[config.mk]
export PLATFORM = sky130hd
export DESIGN_NAME = knn_top_k_selector
export DESIGN_NICKNAME = d
export VERILOG_FILES = /design/src/hdl/knnsel_pkg.sv /design/src/hdl/knnsel_ram.sv /design/src/hdl/knnsel_ctrl.sv /design/src/hdl/knnsel_dp.sv /design/src/hdl/knn_top_k_selector.sv
export SDC_FILE = /design/constraint.sdc
export NUM_CORES = 2
export LEC_CHECK = 0
export BUFFER_PORTS_ARGS = -buffer_cell sky130_fd_sc_hd__buf_2
export CAP_MARGIN = 5
export CORE_MARGIN = 4
export CORE_UTILIZATION = 44
export DETAILED_ROUTE_END_ITERATION = 16
export MAX_ROUTING_LAYER = met4
export PLACE_DENSITY = 0.64
export SLEW_MARGIN = 20
export SYNTH_ARGS = -nofsm -noshare
export SYNTH_HDL_FRONTEND = slang
export SYNTH_SLANG_ARGS = --single-unit
[constraint.sdc]
create_clock -name clk -period 11.2 [get_ports clk]
set_input_delay 0.56 -clock clk [delete_from_list [all_inputs] [get_ports clk]]
set_output_delay 0.56 -clock clk [all_outputs]
set_load 0.005 [all_outputs]
[src/hdl/knnsel_pkg.sv]
// ----------------------------------------------------------------------------
// knnsel_pkg
// Shared constants, codes and controller/datapath interface types for the
// k-nearest-neighbour top-K selector.
// ----------------------------------------------------------------------------
package knnsel_pkg;

  localparam int COORD_FIELDS = 4;
  localparam int COORD_W      = 16;
  localparam int PIDX_W       = 16;
  localparam int DIST_W       = 34;
  localparam int FUNC_W       = 2;
  localparam int IN_DATA_W    = 80;
  localparam int OUT_DATA_W   = 56;

  localparam int CFG_AW = 5;
  localparam int CFG_DW = 64;
  localparam int K_CFG_W    = 5;
  localparam int DIMS_CFG_W = 3;

  localparam logic [FUNC_W-1:0] FUNC_START = 2'd0;
  localparam logic [FUNC_W-1:0] FUNC_CAND  = 2'd1;
  localparam logic [FUNC_W-1:0] FUNC_READ  = 2'd2;

  localparam logic [1:0] REG_K      = 2'd0;
  localparam logic [1:0] REG_DIMS   = 2'd1;
  localparam logic [1:0] REG_RADIUS = 2'd2;

  typedef struct packed {
    logic cap_query;
    logic cap_cand;
    logic sq_en;
    logic acc_en;
    logic decide;
    logic scan_clr;
    logic cnt_clr;
    logic cnt_inc;
    logic scan_rd;
    logic out_rd;
    logic out_load;
  } knnsel_cmd_t;

  typedef struct packed {
    logic dim_last;
    logic append_ok;
    logic replace_ok;
    logic lim_zero;
    logic scan_last;
    logic rd_last;
    logic out_free;
  } knnsel_sts_t;

endpackage

[src/hdl/knnsel_ram.sv]
// ----------------------------------------------------------------------------
// knnsel_ram
// Generic single-write, single-read RAM with registered read data.
// ----------------------------------------------------------------------------
module knnsel_ram #(
  parameter int WIDTH = 8,
  parameter int DEPTH = 16
) (
  input  logic                                      clk,
  input  logic                                      we,
  input  logic [((DEPTH > 1) ? $clog2(DEPTH) : 1)-1:0] waddr,
  input  logic [WIDTH-1:0]                          wdata,
  input  logic                                      re,
  input  logic [((DEPTH > 1) ? $clog2(DEPTH) : 1)-1:0] raddr,
  output logic [WIDTH-1:0]                          rdata
);

  logic [WIDTH-1:0] mem [DEPTH];
  logic [WIDTH-1:0] rdata_r;

  always_ff @(posedge clk) begin
    if (we) begin
      mem[waddr] <= wdata;
    end
    if (re) begin
      rdata_r <= mem[raddr];
    end
  end

  assign rdata = rdata_r;

endmodule

[src/hdl/knnsel_ctrl.sv]
// ----------------------------------------------------------------------------
// knnsel_ctrl
// Sequencer for the selector: accepts items, steps the distance unit,
// decides append or replace, runs the maximum rescan and the readout.
// ----------------------------------------------------------------------------
module knnsel_ctrl
  import knnsel_pkg::*;
(
  input  logic               clk,
  input  logic               rst_n,
  input  logic               in_tvalid,
  output logic               in_tready,
  input  logic [FUNC_W-1:0]  in_func,
  input  knnsel_sts_t        sts,
  output knnsel_cmd_t        cmd
);

  localparam logic [2:0] S_IDLE     = 3'd0;
  localparam logic [2:0] S_MUL      = 3'd1;
  localparam logic [2:0] S_ACC      = 3'd2;
  localparam logic [2:0] S_DECIDE   = 3'd3;
  localparam logic [2:0] S_SCAN     = 3'd4;
  localparam logic [2:0] S_SCAN_END = 3'd5;
  localparam logic [2:0] S_RD_ISSUE = 3'd6;
  localparam logic [2:0] S_RD_LOAD  = 3'd7;

  logic [2:0] state_r;
  logic [2:0] state_nxt;

  assign in_tready = (state_r == S_IDLE);

  always_comb begin
    cmd       = '0;
    state_nxt = state_r;
    unique case (state_r)
      S_IDLE: begin
        if (in_tvalid) begin
          unique case (in_func)
            FUNC_START: begin
              cmd.cap_query = 1'b1;
            end
            FUNC_CAND: begin
              cmd.cap_cand = 1'b1;
              state_nxt    = S_MUL;
            end
            FUNC_READ: begin
              cmd.cnt_clr = 1'b1;
              state_nxt   = S_RD_ISSUE;
            end
            default: begin
            end
          endcase
        end
      end
      S_MUL: begin
        cmd.sq_en = 1'b1;
        state_nxt = S_ACC;
      end
      S_ACC: begin
        cmd.acc_en = 1'b1;
        state_nxt  = sts.dim_last ? S_DECIDE : S_MUL;
      end
      S_DECIDE: begin
        cmd.decide = 1'b1;
        priority if (sts.append_ok) begin
          state_nxt = S_IDLE;
        end else if (sts.replace_ok) begin
          cmd.scan_clr = 1'b1;
          cmd.cnt_clr  = 1'b1;
          state_nxt    = sts.lim_zero ? S_IDLE : S_SCAN;
        end else begin
          state_nxt = S_IDLE;
        end
      end
      S_SCAN: begin
        cmd.scan_rd = 1'b1;
        cmd.cnt_inc = 1'b1;
        if (sts.scan_last) begin
          state_nxt = S_SCAN_END;
        end
      end
      S_SCAN_END: begin
        state_nxt = S_IDLE;
      end
      S_RD_ISSUE: begin
        cmd.out_rd = 1'b1;
        state_nxt  = S_RD_LOAD;
      end
      S_RD_LOAD: begin
        if (sts.out_free) begin
          cmd.out_load = 1'b1;
          if (sts.rd_last) begin
            state_nxt = S_IDLE;
          end else begin
            cmd.cnt_inc = 1'b1;
            state_nxt   = S_RD_ISSUE;
          end
        end
      end
      default: begin
        state_nxt = S_IDLE;
      end
    endcase
  end

  always_ff @(posedge clk) begin
    if (!rst_n) begin
      state_r <= S_IDLE;
    end else begin
      state_r <= state_nxt;
    end
  end

endmodule

[src/hdl/knnsel_dp.sv]
// ----------------------------------------------------------------------------
// knnsel_dp
// Datapath: query and candidate registers, one squarer with accumulator,
// slot RAM, fill count, running maximum and the output register.
// ----------------------------------------------------------------------------
module knnsel_dp
  import knnsel_pkg::*;
#(
  parameter int SLOT_COUNT = 16,
  parameter int MAX_DIMS   = 4,
  parameter int INDEX_BITS = 16
) (
  input  logic                  clk,
  input  logic                  rst_n,
  input  knnsel_cmd_t           cmd,
  output knnsel_sts_t           sts,
  input  logic [IN_DATA_W-1:0]  in_tdata,
  input  logic [K_CFG_W-1:0]    cfg_k,
  input  logic [DIMS_CFG_W-1:0] cfg_dims,
  input  logic [DIST_W-1:0]     cfg_radius,
  output logic                  out_tvalid,
  input  logic                  out_tready,
  output logic [OUT_DATA_W-1:0] out_tdata,
  output logic                  out_tuser,
  output logic                  out_tlast
);

  localparam int IDX_W   = (INDEX_BITS < PIDX_W) ? INDEX_BITS : PIDX_W;
  localparam int COORD_N = (MAX_DIMS < COORD_FIELDS) ? MAX_DIMS : COORD_FIELDS;
  localparam int DW      = (COORD_N > 1) ? $clog2(COORD_N) : 1;
  localparam int SLOT_AW = (SLOT_COUNT > 1) ? $clog2(SLOT_COUNT) : 1;
  localparam int KW      = $clog2(SLOT_COUNT + 1);
  localparam int SQ_W    = 2 * COORD_W;
  localparam int OUT_PAD = OUT_DATA_W - PIDX_W - DIST_W;
  localparam int RAM_W   = IDX_W + DIST_W;

  logic [IDX_W-1:0]          query_id_r;
  logic signed [COORD_W-1:0] qc_r [COORD_N];
  logic [IDX_W-1:0]          cand_idx_r;
  logic signed [COORD_W-1:0] cc_r [COORD_N];
  logic [DW-1:0]             dim_r;
  logic [SQ_W-1:0]           sq_r;
  logic [DIST_W-1:0]         acc_r;
  logic [KW-1:0]             fill_r;
  logic [DIST_W-1:0]         max_r;
  logic [SLOT_AW-1:0]        max_slot_r;
  logic [SLOT_AW-1:0]        cnt_r;
  logic                      scan_vld_r;
  logic [SLOT_AW-1:0]        scan_slot_r;

  logic                      out_valid_r;
  logic [IDX_W-1:0]          out_idx_r;
  logic [DIST_W-1:0]         out_dist_r;
  logic                      out_slot_r;
  logic                      out_last_r;

  logic [KW-1:0]             k_eff;
  logic [DIMS_CFG_W-1:0]     dims_eff;
  logic [KW-1:0]             lim;
  logic [DIST_W-1:0]         dist_c;
  logic signed [COORD_W:0]   diff;
  logic signed [SQ_W+1:0]    prod;
  logic                      append_ok;
  logic                      replace_ok;

  logic                      ram_we;
  logic [SLOT_AW-1:0]        ram_waddr;
  logic [RAM_W-1:0]          ram_rdata;
  logic [IDX_W-1:0]          rd_idx;
  logic [DIST_W-1:0]         rd_dist;

  always_comb begin
    priority if (cfg_k == '0) begin
      k_eff = KW'(1);
    end else if (int'(cfg_k) > SLOT_COUNT) begin
      k_eff = KW'(SLOT_COUNT);
    end else begin
      k_eff = KW'(cfg_k);
    end
    priority if (cfg_dims == '0) begin
      dims_eff = DIMS_CFG_W'(1);
    end else if (int'(cfg_dims) > COORD_N) begin
      dims_eff = DIMS_CFG_W'(COORD_N);
    end else begin
      dims_eff = cfg_dims;
    end
  end

  assign lim    = (fill_r < k_eff) ? fill_r : k_eff;
  assign dist_c = (cand_idx_r == query_id_r) ? '0 : acc_r;
  assign diff   = {qc_r[dim_r][COORD_W-1], qc_r[dim_r]} - {cc_r[dim_r][COORD_W-1], cc_r[dim_r]};
  assign prod   = diff * diff;

  assign append_ok  = (fill_r < k_eff) && ((cfg_radius == '0) || (dist_c <= cfg_radius));
  assign replace_ok = dist_c < max_r;

  assign sts.dim_last   = (DIMS_CFG_W'(dim_r) + DIMS_CFG_W'(1)) == dims_eff;
  assign sts.append_ok  = append_ok;
  assign sts.replace_ok = replace_ok;
  assign sts.lim_zero   = (lim == '0);
  assign sts.scan_last  = (KW'(cnt_r) + KW'(1)) == lim;
  assign sts.rd_last    = (KW'(cnt_r) + KW'(1)) == k_eff;
  assign sts.out_free   = !out_valid_r || out_tready;

  assign ram_we    = cmd.decide && (append_ok || replace_ok);
  assign ram_waddr = append_ok ? fill_r[SLOT_AW-1:0] : max_slot_r;

  knnsel_ram #(
    .WIDTH (RAM_W),
    .DEPTH (SLOT_COUNT)
  ) u_slot_ram (
    .clk   (clk),
    .we    (ram_we),
    .waddr (ram_waddr),
    .wdata ({cand_idx_r, dist_c}),
    .re    (cmd.scan_rd || cmd.out_rd),
    .raddr (cnt_r),
    .rdata (ram_rdata)
  );

  assign rd_idx  = ram_rdata[RAM_W-1:DIST_W];
  assign rd_dist = ram_rdata[DIST_W-1:0];

  // query, candidate and distance unit
  always_ff @(posedge clk) begin
    if (!rst_n) begin
      query_id_r <= '0;
      for (int i = 0; i < COORD_N; i++) begin
        qc_r[i] <= '0;
      end
      dim_r <= '0;
    end else begin
      if (cmd.cap_query) begin
        query_id_r <= in_tdata[IDX_W-1:0];
        for (int i = 0; i < COORD_N; i++) begin
          qc_r[i] <= in_tdata[PIDX_W + COORD_W*i +: COORD_W];
        end
      end
      if (cmd.cap_cand) begin
        dim_r <= '0;
      end else if (cmd.acc_en) begin
        dim_r <= dim_r + DW'(1);
      end
    end
  end

  always_ff @(posedge clk) begin
    if (cmd.cap_cand) begin
      cand_idx_r <= in_tdata[IDX_W-1:0];
      for (int i = 0; i < COORD_N; i++) begin
        cc_r[i] <= in_tdata[PIDX_W + COORD_W*i +: COORD_W];
      end
      acc_r <= '0;
    end else if (cmd.acc_en) begin
      acc_r <= acc_r + DIST_W'(sq_r);
    end
    if (cmd.sq_en) begin
      sq_r <= prod[SQ_W-1:0];
    end
  end

  // list bookkeeping and maximum tracking
  always_ff @(posedge clk) begin
    if (!rst_n) begin
      fill_r      <= '0;
      max_r       <= '0;
      max_slot_r  <= '0;
      cnt_r       <= '0;
      scan_vld_r  <= 1'b0;
      scan_slot_r <= '0;
    end else begin
      scan_vld_r  <= cmd.scan_rd;
      scan_slot_r <= cnt_r;
      if (cmd.cnt_clr) begin
        cnt_r <= '0;
      end else if (cmd.cnt_inc) begin
        cnt_r <= cnt_r + SLOT_AW'(1);
      end
      if (cmd.cap_query) begin
        fill_r     <= '0;
        max_r      <= '0;
        max_slot_r <= '0;
      end else if (cmd.decide && append_ok) begin
        fill_r <= fill_r + KW'(1);
        if (dist_c > max_r) begin
          max_r      <= dist_c;
          max_slot_r <= fill_r[SLOT_AW-1:0];
        end
      end else if (cmd.scan_clr) begin
        max_r      <= '0;
        max_slot_r <= '0;
      end else if (scan_vld_r && (rd_dist > max_r)) begin
        max_r      <= rd_dist;
        max_slot_r <= scan_slot_r;
      end
    end
  end

  // output register
  always_ff @(posedge clk) begin
    if (!rst_n) begin
      out_valid_r <= 1'b0;
    end else if (cmd.out_load) begin
      out_valid_r <= 1'b1;
    end else if (out_tready) begin
      out_valid_r <= 1'b0;
    end
  end

  always_ff @(posedge clk) begin
    if (cmd.out_load) begin
      out_slot_r <= KW'(cnt_r) < fill_r;
      out_idx_r  <= (KW'(cnt_r) < fill_r) ? rd_idx : '0;
      out_dist_r <= (KW'(cnt_r) < fill_r) ? rd_dist : '0;
      out_last_r <= sts.rd_last;
    end
  end

  assign out_tvalid = out_valid_r;
  assign out_tdata  = {{OUT_PAD{1'b0}}, out_dist_r, PIDX_W'(out_idx_r)};
  assign out_tuser  = out_slot_r;
  assign out_tlast  = out_last_r;

  a_fill_range: assert property (@(posedge clk) disable iff (!rst_n)
    fill_r <= KW'(SLOT_COUNT))
    else $error("fill count above slot count");

  a_max_in_list: assert property (@(posedge clk) disable iff (!rst_n)
    (max_r != '0) |-> (KW'(max_slot_r) < fill_r))
    else $error("maximum points at an unfilled slot");

  a_append_grows: assert property (@(posedge clk) disable iff (!rst_n)
    (cmd.decide && append_ok) |=> (fill_r == $past(fill_r) + KW'(1)))
    else $error("append did not advance fill count");

  a_load_free: assert property (@(posedge clk) disable iff (!rst_n)
    cmd.out_load |-> (!out_valid_r || out_tready))
    else $error("output register overwritten before transfer");

endmodule

[src/hdl/knn_top_k_selector.sv]
// ----------------------------------------------------------------------------
// knn_top_k_selector
// Keeps the K nearest candidates of one query by squared Euclidean distance.
// ----------------------------------------------------------------------------
// One item is processed at a time; in_tready is high only between items.
// A start item is taken in the idle state. A candidate passes a multiply
// and an accumulate state per dimension in use, set by the single shared
// squarer and its accumulator, then a decide state; a replace of the
// maximum adds a rescan of L = min(fill count, K) slots, one read a cycle
// on the RAM read port. A readout issues a RAM read and loads the output
// register per transfer, waiting on output stalls; the last transfer may
// wait there while the next item is taken. No clearing pass follows reset.
// ----------------------------------------------------------------------------
module knn_top_k_selector
  import knnsel_pkg::*;
#(
  parameter int SLOT_COUNT = 16,
  parameter int MAX_DIMS   = 4,
  parameter int INDEX_BITS = 16
) (
  input  logic                  clk,
  input  logic                  rst_n,
  input  logic                  in_tvalid,
  output logic                  in_tready,
  input  logic [IN_DATA_W-1:0]  in_tdata,   // point_index, coord_0, coord_1, coord_2, coord_3
  input  logic [FUNC_W-1:0]     in_tuser,   // func
  output logic                  out_tvalid,
  input  logic                  out_tready,
  output logic [OUT_DATA_W-1:0] out_tdata,  // neighbour_index, neighbour_distance, pad
  output logic                  out_tuser,  // slot_valid
  output logic                  out_tlast,
  input  logic                  cfg_psel,
  input  logic                  cfg_penable,
  input  logic                  cfg_pwrite,
  input  logic [CFG_AW-1:0]     cfg_paddr,
  input  logic [CFG_DW-1:0]     cfg_pwdata,
  output logic [CFG_DW-1:0]     cfg_prdata,
  output logic                  cfg_pready
);

  logic [K_CFG_W-1:0]    k_cfg_r;
  logic [DIMS_CFG_W-1:0] dims_cfg_r;
  logic [DIST_W-1:0]     radius_r;
  logic                  cfg_wr;
  logic [1:0]            cfg_sel;
  knnsel_cmd_t           cmd;
  knnsel_sts_t           sts;

  assign cfg_pready = 1'b1;
  assign cfg_sel    = cfg_paddr[4:3];
  assign cfg_wr     = cfg_psel && cfg_penable && cfg_pwrite && cfg_pready;

  always_ff @(posedge clk) begin
    if (!rst_n) begin
      k_cfg_r    <= K_CFG_W'(16);
      dims_cfg_r <= DIMS_CFG_W'(4);
      radius_r   <= '0;
    end else if (cfg_wr) begin
      unique case (cfg_sel)
        REG_K:      k_cfg_r    <= cfg_pwdata[K_CFG_W-1:0];
        REG_DIMS:   dims_cfg_r <= cfg_pwdata[DIMS_CFG_W-1:0];
        REG_RADIUS: radius_r   <= cfg_pwdata[DIST_W-1:0];
        default: begin
        end
      endcase
    end
  end

  always_comb begin
    unique case (cfg_sel)
      REG_K:      cfg_prdata = CFG_DW'(k_cfg_r);
      REG_DIMS:   cfg_prdata = CFG_DW'(dims_cfg_r);
      REG_RADIUS: cfg_prdata = CFG_DW'(radius_r);
      default:    cfg_prdata = '0;
    endcase
  end

  knnsel_ctrl u_ctrl (
    .clk       (clk),
    .rst_n     (rst_n),
    .in_tvalid (in_tvalid),
    .in_tready (in_tready),
    .in_func   (in_tuser),
    .sts       (sts),
    .cmd       (cmd)
  );

  knnsel_dp #(
    .SLOT_COUNT (SLOT_COUNT),
    .MAX_DIMS   (MAX_DIMS),
    .INDEX_BITS (INDEX_BITS)
  ) u_dp (
    .clk        (clk),
    .rst_n      (rst_n),
    .cmd        (cmd),
    .sts        (sts),
    .in_tdata   (in_tdata),
    .cfg_k      (k_cfg_r),
    .cfg_dims   (dims_cfg_r),
    .cfg_radius (radius_r),
    .out_tvalid (out_tvalid),
    .out_tready (out_tready),
    .out_tdata  (out_tdata),
    .out_tuser  (out_tuser),
    .out_tlast  (out_tlast)
  );

endmodule

==> out/results.txt <==
Remaining DRCs: 0
Clock Skew: 0.0352 ns
total CTS buffers: 132
Core ar.: 140000 um2
post-DP HPWL: 103 mm
setup TNS: 0 ns
fin crit share: 90.3%
Sink Count: 1229
Root Driver: clkbuf_16
Mapped Area: 61900 um2
Final Hold Vio Count: 0
die area: 147000 um2
CP max FO: 24
Pins Over Slew Limit: 0
multi-input logic area: 24200 um2
layout cell share with drive strength beyond 1: 17.7%
mux cell area share after synthesis: 10.5%
Worst Path Required: 11.72 ns
Synth Area in Adders: 13.1%
type of origin of the critical path: flop
total number of vias: 36900
Vert. Die Dim: 383 um
crit-path most repeated cell: fa_1
RePlAce Congestion: 0.932
final setup violation count: 0
DR pass1 iterations: 7
CTS tree: done
RSZ-0062 raised after global routing: no
H-tree Lvls: 4
Tmin final: 10.12 ns
Mapped Avg Cell Area: 14.6 um2
Arr. time, crit path: 10.63 ns
io pins: 283
Yosys top cell by area: edfxtp_1
Worst Hold Class: primary input to flop
Worst setup EP type: flop
initial core utilization: 44.3%
Design Area, Final: 70700 um2
vias in the first global route: 37600
Layout Area Growth over Synthesis: 14.1%
xor/xnor share of the synthesized area: 1.62%
simple-gate share of the synthesized area: 7.13%
layout filler cell count: 11600
first-pass GRT wire length: 239 mm
Routed WL per cell: 24.3 um
maximum clock frequency: 0.0989 GHz
Crit-path slowest cell: mux4_2
IO buf count: 212
synth warn: 0
sequential area share after synthesis: 57.1%
slew margin rel.: 27.4%
Post-synth top flop: edfxtp_1
initial antenna violation count: 12
status: finished clean
placed cell areas: 65300 um2
final net count: 5209
Synth cell types: 92
largest net degree at the start of global routing: 88
Post-synth EDFFs: 1077
Worst-Margin Slew: 1.09 ns
top area cells in the synthesized netlist: edfxtp_1, mux4_2, fa_1
drt initial violations: 3823
ANT nets after route: 0
gr usage total: 22.4%
Die W: 383 um
clk slew on worst S/H paths: 0.06 ns
WS Path Type: flop to flop
Synth Area in Compound Gates: 6.07%
clk_lat worst skew: 0.79 ns
Via density: 5.64
synthesized netlist cell count: 4238
Storage cell area: 35400 um2
GRT overflow: 0
Core Rows: 137
clock buffer depth: 3
asr flop ratio synth: 0%
synthesized flop and latch total: 1229
largest family of logic cells by synthesized area: adder cells
Max-Cap Viols: 0
Largest stage delay, worst path: 0.56 ns
total wire length: 159 mm
Yosys top cell area share: 52.2%
-- registers in the layout, indices dropped and copies added (netlist names), 5 cells and up, named ones only --
name,cells
u_dp.out_dist_r,34
u_dp.max_r,34
radius_r,34
u_dp.query_id_r,16
u_dp.cand_idx_r,16
u_dp.qc_r,64
u_dp.u_slot_ram.mem,800
u_dp.cc_r,64
u_dp.sq_r,31
u_dp.u_slot_ram.rdata,50
u_dp.acc_r,34
k_cfg_r,5
u_dp.fill_r,5
u_dp.out_idx_r,16
-- final timing paths --
check                 startpoint                  end  slack (ns)  cells past startpoint
max                         flop        u_dp.sq_r[31]        1.08                     32
max reg2reg                 flop        u_dp.sq_r[31]        1.08                     32
min reg2reg  u_dp.query_id_r[10]  u_dp.query_id_r[10]        0.48                      2
min               cfg_pwdata[32]         radius_r[32]        0.06                      3
-- metal layers --
layer  global-route usage [%]  wire, um
met1                     30.9     67300
met2                     34.6     75600
met3                     3.90     12600
met4                     6.20      3770
met5                        -         0
-- layout make-up --
type                    count  share of cell area, %
clock buffers             168                   4.94
diodes                      8                 0.0283
well taps                1876                   3.32
clock inverters            76                   1.31
repair buffers            378                   3.66
multi-input cells        2371                   34.3
inverters                 444                   2.36
flip-flops and latches   1229                   50.1
-- cell usage in the layout (no fill, tap or decap), types with 17 or more instances in the layout --
cell	n
ha_1	237
clkbuf_16	133
o2111ai_1	37
and3_1	73
conb_1	37
clkinv_1	28
clkinv_2	17
buf_4	71
a21boi_0	55
xnor2_1	57
fa_1	258
nand3_1	47
mux4_2	282
dfxtp_1	146
nor3_1	21
nor2_1	156
nand2b_1	20
a21oi_1	143
edfxtp_1	1077
xor2_1	48
dlygate4sd3_1	94
nor2b_1	68
buf_2	211
and2_1	93
a211oi_1	19
nand4_1	32
clkbuf_1	32
a22oi_1	38
nor4_1	17
o21ai_0	53
nand2_1	302
a21o_1	43
inv_1	438
o311ai_0	31
-- critical path: cells and delay by family, from the launching register on --
kind | cells | cell delay [ns]
fa+ha+maj | 8 | 3.68
compound gates | 7 | 2.09
simple gates | 7 | 1.23
buf+inv | 7 | 0.97
xor+xnor | 2 | 0.78
mux | 1 | 0.56
flops | 1 | 0.53
-- metrics by stage --
step | setup WS, ns | util, % | hold WS (ns) | cells
6_report | 1.08 | 50.6 | 0.0572 | 6550
5_1_grt | 0.495 | 50.6 | 0.0317 | 6548
4_1_cts | 1.10 | 50.5 | 0.000244 | 6541
3_5_place_dp | 1.11 | 46.7 | 0.471 | 6203
3_3_place_gp | 1.14 | 46.7 | 0.464 | 6202
2_1_floorplan | 1.82 | - | 0.451 | 4273
-- cells by family (layout without fill, tap and decap cells) --
group / Yosys count / after routing
adder cells (fa/ha/maj): 495 / 495
AO/OA/AOI/OAI: 543 / 543
AND/OR/NAND/NOR: 887 / 887
other: 2 / 45
buffers and inverters: 673 / 1066
multiplexers: 299 / 299
flip-flops: 1229 / 1229
XOR/XNOR: 110 / 110
-- cells in the mapped netlist, types with 17 or more instances --
master     count
a211oi_1      19
a21boi_0      55
a21o_1        43
a21oi_1      155
a22oi_1       38
and2_1        93
and3_1        73
buf_1         26
buf_4         41
clkbuf_1     147
dfxtp_1      152
edfxtp_1    1077
fa_1         258
ha_1         237
inv_1        440
mux4_2       282
nand2_1      302
nand2b_1      20
nand3_1       47
nand4_1       32
nor2_1       162
nor2b_1       71
nor3_1        22
nor4_1        17
o2111ai_1     37
o21ai_0       53
o311ai_0      31
xnor2_1       59
xor2_1        48
-- what timing repair did --
item	4_1_cts	5_1_grt
setup buffers	0	0
hold buffers	94	0
resized for setup	0	0
endpoints found under the hold margin	97	0
setup endpoints to repair	0	0
Power is left out: the tool's default activity adds up to more than one toggle a clock period on the data nets, which glitch-free logic cannot reach.
